`config.mk`:
```
export PLATFORM = sky130hd
export DESIGN_NAME = qvr_div
export DESIGN_NICKNAME = d
export VERILOG_FILES = /design/src/rtl/qvr_pkg.sv /design/src/rtl/qvr_div.sv
export SDC_FILE = /design/constraint.sdc
export NUM_CORES = 2
export LEC_CHECK = 0
export BUFFER_PORTS_ARGS = -buffer_cell sky130_fd_sc_hd__buf_2
export CAP_MARGIN = 25
export CORE_MARGIN = 4
export CORE_UTILIZATION = 64
export CTS_CLUSTER_SIZE = 16
export DETAILED_ROUTE_END_ITERATION = 8
export PLACE_DENSITY = 0.8
export SLEW_MARGIN = 20
export SYNTH_ARGS = -nofsm -noshare
export SYNTH_HDL_FRONTEND = slang
export SYNTH_SLANG_ARGS = --single-unit
```
`constraint.sdc`:
```
create_clock -name i_clk -period 4.47 [get_ports i_clk]
set_input_delay 0.2235 -clock i_clk [delete_from_list [all_inputs] [get_ports i_clk]]
set_output_delay 0.2235 -clock i_clk [all_outputs]
set_load 0.01 [all_outputs]
```
`src/rtl/qvr_pkg.sv`:
```
// shared widths, types and constants for the quaternion vector rotator
package qvr_pkg;

    localparam int QUAT_BITS = 16;
    localparam int VEC_BITS  = 24;

    // product and sum widths
    localparam int SQ_W   = 2 * QUAT_BITS;
    localparam int QV_W   = QUAT_BITS + VEC_BITS;
    localparam int LEN_W  = SQ_W + 1;
    localparam int S_W    = SQ_W + 2;
    localparam int DOT_W  = QV_W + 2;
    localparam int CRS_W  = QV_W + 1;
    localparam int SV_W   = S_W + VEC_BITS;
    localparam int DU_W   = DOT_W + QUAT_BITS;
    localparam int WC_W   = QUAT_BITS + CRS_W;
    localparam int NUM_W  = SV_W + 2;

    // divider widths
    localparam int QUO_W     = VEC_BITS + 2;
    localparam int DIV_STEPS = QUO_W;
    localparam int DEN_W     = LEN_W + 1;
    localparam int REM_W     = NUM_W + 2;
    localparam int RES_W     = QUO_W + 1;

    localparam logic signed [RES_W-1:0] RES_MAX = RES_W'((64'sd1 <<< (VEC_BITS - 1)) - 1);
    localparam logic signed [RES_W-1:0] RES_MIN = RES_W'(-(64'sd1 <<< (VEC_BITS - 1)));

    typedef logic signed [QUAT_BITS-1:0] t_quat;
    typedef logic signed [VEC_BITS-1:0]  t_vec;

    // per-item control carried alongside the divider lanes
    typedef struct packed {
        logic       vld;
        logic       deg;
        logic [2:0] neg;
    } t_side;

endpackage

```
`src/rtl/qvr_div.sv`:
```
// pipelined restoring divider, one quotient bit per stage
module qvr_div
    import qvr_pkg::*;
(
    input  logic             i_clk,
    input  logic             i_en,
    input  logic [REM_W-1:0] i_num,
    input  logic [DEN_W-1:0] i_den,
    output logic [QUO_W-1:0] o_quo
);

    logic [REM_W-1:0] r_rem [0:DIV_STEPS];
    logic [DEN_W-1:0] r_den [0:DIV_STEPS];
    logic [QUO_W-1:0] r_quo [0:DIV_STEPS];

    // load stage
    always_ff @(posedge i_clk) begin
        if (i_en) begin
            r_rem[0] <= i_num;
            r_den[0] <= i_den;
            r_quo[0] <= '0;
        end
    end

    // one trial subtract per stage, highest quotient bit first
    for (genvar k = 0; k < DIV_STEPS; k++) begin : g_step
        localparam int SH = DIV_STEPS - 1 - k;
        logic [REM_W:0]   n_diff;
        logic [REM_W-1:0] n_rem;
        logic [QUO_W-1:0] n_quo;

        always_comb begin
            n_diff = {1'b0, r_rem[k]} - ((REM_W+1)'(r_den[k]) << SH);
            n_rem  = r_rem[k];
            n_quo  = r_quo[k];
            if (!n_diff[REM_W]) begin
                n_rem     = n_diff[REM_W-1:0];
                n_quo[SH] = 1'b1;
            end
        end

        always_ff @(posedge i_clk) begin
            if (i_en) begin
                r_rem[k+1] <= n_rem;
                r_den[k+1] <= r_den[k];
                r_quo[k+1] <= n_quo;
            end
        end
    end

    assign o_quo = r_quo[DIV_STEPS];

endmodule

```
Yosys cells after proc, flatten, opt, wreduce, memory -nomap -nowiden --
Memory sizes are Yosys's and may differ from the RTL's. Index checks and enable logic that the tools add are counted.
Operators by class: mux-type cells 54, add/sub/neg operators 26
Operators by type and width (count):
- $mux W62 | 26
- $sub A62 B34 Y63 | 1
- $sub A62 B35 Y63 | 1
- $sub A62 B36 Y63 | 1
- $sub A62 B37 Y63 | 1
- $sub A62 B38 Y63 | 1
- $sub A62 B39 Y63 | 1
- $sub A62 B40 Y63 | 1
- $sub A62 B41 Y63 | 1
- $sub A62 B42 Y63 | 1
- $sub A62 B43 Y63 | 1
- $sub A62 B44 Y63 | 1
- $sub A62 B45 Y63 | 1
- $sub A62 B46 Y63 | 1
- $sub A62 B47 Y63 | 1
- $sub A62 B48 Y63 | 1
- $sub A62 B49 Y63 | 1
- $sub A62 B50 Y63 | 1
- $sub A62 B51 Y63 | 1
- $sub A62 B52 Y63 | 1
- $sub A62 B53 Y63 | 1
- $sub A62 B54 Y63 | 1
- $sub A62 B55 Y63 | 1
- $sub A62 B56 Y63 | 1
- other kinds (4) | 31
Storage, ports and cells: bits of input ports 98, register bits 0, RAM bits 3294, memories 3
Memory list:
- r_rem | words 27, bits a word 62, rd ports 26, clocked after memory_dff 0, write ports 27, line qvr_div.sv:12 | logic [REM_W-1:0] r_rem [0:DIV_STEPS];
- r_den | words 27, bits a word 34, rd ports 26, clocked after memory_dff 0, write ports 27, line qvr_div.sv:13 | logic [DEN_W-1:0] r_den [0:DIV_STEPS];
- r_quo | words 27, bits a word 26, rd ports 27, clocked after memory_dff 0, write ports 27, line qvr_div.sv:14 | logic [QUO_W-1:0] r_quo [0:DIV_STEPS];

Logic depth before layout (Yosys ltp) --
word-level depth 2, depth in mapped cells 17

Least setup slack after synthesis --
OpenSTA, ideal clock, no wires.
path type register to register, from memory r_rem[1][375] (netlist bit), to memory r_rem[1][483] (netlist bit), data pin, arrival 3646 ps, cell stages (with the launch flop) 16, setup slack 567 ps, buffers on the path 1, required time 4212 ps, cells stage by stage edfxtp_1 -> inv_1 -> ha_1 -> inv_1 -> fa_1 -> a211oi_1 -> o21bai_1 -> a2111o_1 -> a221o_1 -> a2111oi_0 -> a2111oi_0 -> o31a_1 -> nor4_1 -> clkbuf_1 -> nand4_1 -> xnor2_1
RTL lines (line):
- start, declared | qvr_div.sv:12

==> results_dict.tcl <==
set metrics [dict create \
    synth-seq-cells 2847 \
    drive_gt1_frac 0.0789 \
    clk_pin_slew_ns 0.06 \
    synth_top_area_cell "edfxtp_1" \
    post-route-period-util 0.976 \
    required_ns 5.10 \
    cp_data_arrival_time_ns 5.00 \
    rr_startpoint "r_den[3][68]$_DFFE_PP_" \
    grt_pass1_wl_mm 592 \
    synth.most_common_cell "edfxtp_1" \
    final_area_mm2 0.169 \
    p_leak_nw 66.1 \
    place_area_mm2 0.157 \
    synth-adder-area-share 0.0764 \
    synth_common_cells "2847 x edfxtp_1, 1194 x a21oi_1, 1102 x inv_1" \
    p_int_mw 70.7 \
    synth_edf_count 2847 \
    syn-mean-instance-area_um2 11.4 \
    crit_path_cell_trace "ha_1 > inv_1 > fa_1 > a211oi_1 > o211ai_1 > a21oi_1 > o22a_1 > a31oi_1 > a21o_1 > a31oi_1 > o211a_1 > nand3_1 > xnor2_1" \
    grt_antenna_before_repair 4 \
    slew_headroom 0.309 \
    slowest_delay_ns 0.52 \
    power_mw 111 \
    nets 14767 \
    syn_nets 14253 \
    synth_top_family_by_area "compound AO/OA/AOI/OAI gates" \
    synthCells 13247 \
    pre_cts_slack_ns -0.115 \
    port_buffers 123 \
    root_buffer "clkbuf_16" \
    p_seq_frac 0.379 \
    gp_congestion 0.965 \
    grt_pass1_vias 106200 \
    switching_share 0.362 \
    synth-compound-area-share 0.139 \
    die_h_um 494 \
    period_needed_ns 4.36 \
    synth.yosys.seq_area_share 0.565 \
    die_w_um 494 \
    cpMostUsedCell "a31oi_1" \
    path_max_fanout 5 \
    critPathLaunch "r_den[3][68]$_DFFE_PP_" \
    critical_path.top_delay_family "compound AO/OA/AOI/OAI gates" \
    synth_top_area_frac 0.565 \
    grt_max_degree 151 \
    vias 107636 \
    critPathSlowestCell "edfxtp_1" \
    hold_viol_final 0 \
    slew_violations 0 \
    fp-row-count 178 \
    yosysWarnings 0 \
    layoutNonFillerInstCount 17137 \
    worst_setup_path_end_kind "flop" \
    dieArea_mm2 0.244 \
    cts.sinks 2847 \
    power.net_switching_mw 40.1 \
    grt_usage 0.306 \
    hp-class "in2reg" \
    place_inst 16405 \
    layout_setup_ws_ns 0.105 \
    netlist_area_mm2 0.151 \
    status "completed" \
    synthMuxAreaShare 0.0117 \
    synthXorXnorAreaFrac 0.0637 \
    clkPwrFrac 0.228 \
    post_drt_via_cell_ratio 6.28 \
    drc 0 \
    synth-async-reset-ratio 0 \
    setup.worst_path.start_class "flop" \
    fmax_mhz 229 \
    irDropWorstVdd_uv 556 \
    pwr-share-comb 0.393 \
    htree_num_levels 5 \
    hold_path_startpoint "i_num[13]" \
    worst-slew-pin-transition_ns 1.04 \
    clockBufferDepth 4 \
    fin_skew_ns 0.112 \
    core-area_mm2 0.235 \
    synth_top_flop_cell "edfxtp_1" \
    start_util 0.643 \
    cts_buffers 313 \
    syn_to_final_growth_pct 11.6 \
    place_hpwl_mm 271 \
    io_pins 124 \
    rsz0062_at_grt "yes" \
    drt_iter0_drc 10276 \
    path_class "reg2reg" \
    clk_latency_ns 0.97 \
    drv_cap 0 \
    finalWirelength_mm 380 \
    ys_top_cells_by_area "edfxtp_1 57%, ha_1 7.3%, a21oi_1 4.0%" \
    synth.distinct_cells 98 \
    dr.pass1.iters 7 \
    finalSetupViolCount 0 \
    global_route.overflow_total 0 \
    power_density_mw_per_mm2 656 \
    crit_buf_inv 1 \
    antenna_left 0 \
    cts_tree "yes" \
    wl_per_cell_um 22.2 \
    synth-simple-area-share 0.108 \
]
[logic make-up (layout without fill, tap and decap cells)]
| group | after synthesis | count (layout) |
|---|---|---|
| AO/OA/AOI/OAI | 3390 | 3390 |
| multiplexers | 157 | 157 |
| XOR/XNOR | 1100 | 1100 |
| AND/OR/NAND/NOR | 3384 | 3384 |
| buffers and inverters | 1461 | 2199 |
| flip-flops | 2847 | 2847 |
| other | 0 | 2 |
| adder cells (fa/ha/maj) | 908 | 908 |
[layout make-up]
class                           count  area, um2
Clock inverter                    169       1770
Timing Repair Buffer              552       4830
Antenna cell                        2       5.00
Clock buffer                      370       8110
Multi-Input combinational cell   8939      60500
Fill cell                       15770      66400
Inverter                         1108       4160
Sequential cell                  2847      85500
Tap cell                         3150       3940
[registers in the layout, indices dropped and copies added, names as in the netlist]
| register | cells |
|---|---|
| r_rem | 1612 |
| r_quo | 351 |
| r_den | 884 |
[per-stage QoR]
stage          hold WS [ns]   util  TNS (ns)
2_1_floorplan         0.322      -         0
3_3_place_gp          0.400  0.667    -0.896
3_5_place_dp          0.402  0.667    -0.795
4_1_cts            0.000916  0.717         0
5_1_grt              0.0103  0.718   -0.0333
6_report             0.0430  0.718         0
[path summary, 6_finish.rpt]
kind                              to  cells past startpoint  slack (ns)
min reg2reg  r_rem[0][693]$_DFFE_PP_                      0        0.37
min           r_rem[0][13]$_DFFE_PP_                      2        0.04
max reg2reg  r_rem[0][983]$_DFFE_PP_                     13        0.11
max          r_rem[0][983]$_DFFE_PP_                     13        0.11
[power by group through the flow]
stage | combinational (mW) | sequential (mW) | clock (mW)
after detailed placement | 42.0 | 42.3 | 0
final | 43.6 | 41.9 | 25.2
after global routing | 47.9 | 42.3 | 26.8
after CTS | 42.7 | 41.8 | 25.6
after floorplan | 31.7 | 40.1 | 0
after global placement | 40.8 | 42.2 | 0
[cells in the final DEF, fill, tap and decap left out, types with 153 or more instances in the layout]
| master | n |
|---|---|
| a21oi_1 | 1192 |
| nand2b_1 | 158 |
| xor2_1 | 477 |
| nand3_1 | 242 |
| inv_1 | 1102 |
| o21ai_0 | 755 |
| a21o_1 | 463 |
| nand2_1 | 982 |
| dlygate4sd3_1 | 186 |
| edfxtp_1 | 2847 |
| mux2_2 | 153 |
| nor3_1 | 218 |
| ha_1 | 883 |
| clkbuf_16 | 316 |
| nor2_1 | 903 |
| buf_4 | 199 |
| xnor2_1 | 623 |
[layer usage]
layer  GRT usage  part of all wire
met3      0.0441             0.070
met4       0.135             0.051
met1       0.393              0.39
met2       0.518              0.48
met5           0          0.000087
[repair_timing]
item | in CTS | in global routing
buffers inserted | 2 | 2
cloned | 1 | 0
pin swaps | 2 | 8
hold buffers | 186 | 0
resized for setup | 13 | 31
hold endpoints to repair | 135 | 0
endpoints found under the setup margin | 24 | 123
No activity file was read; power rests on OpenSTA's default activity.
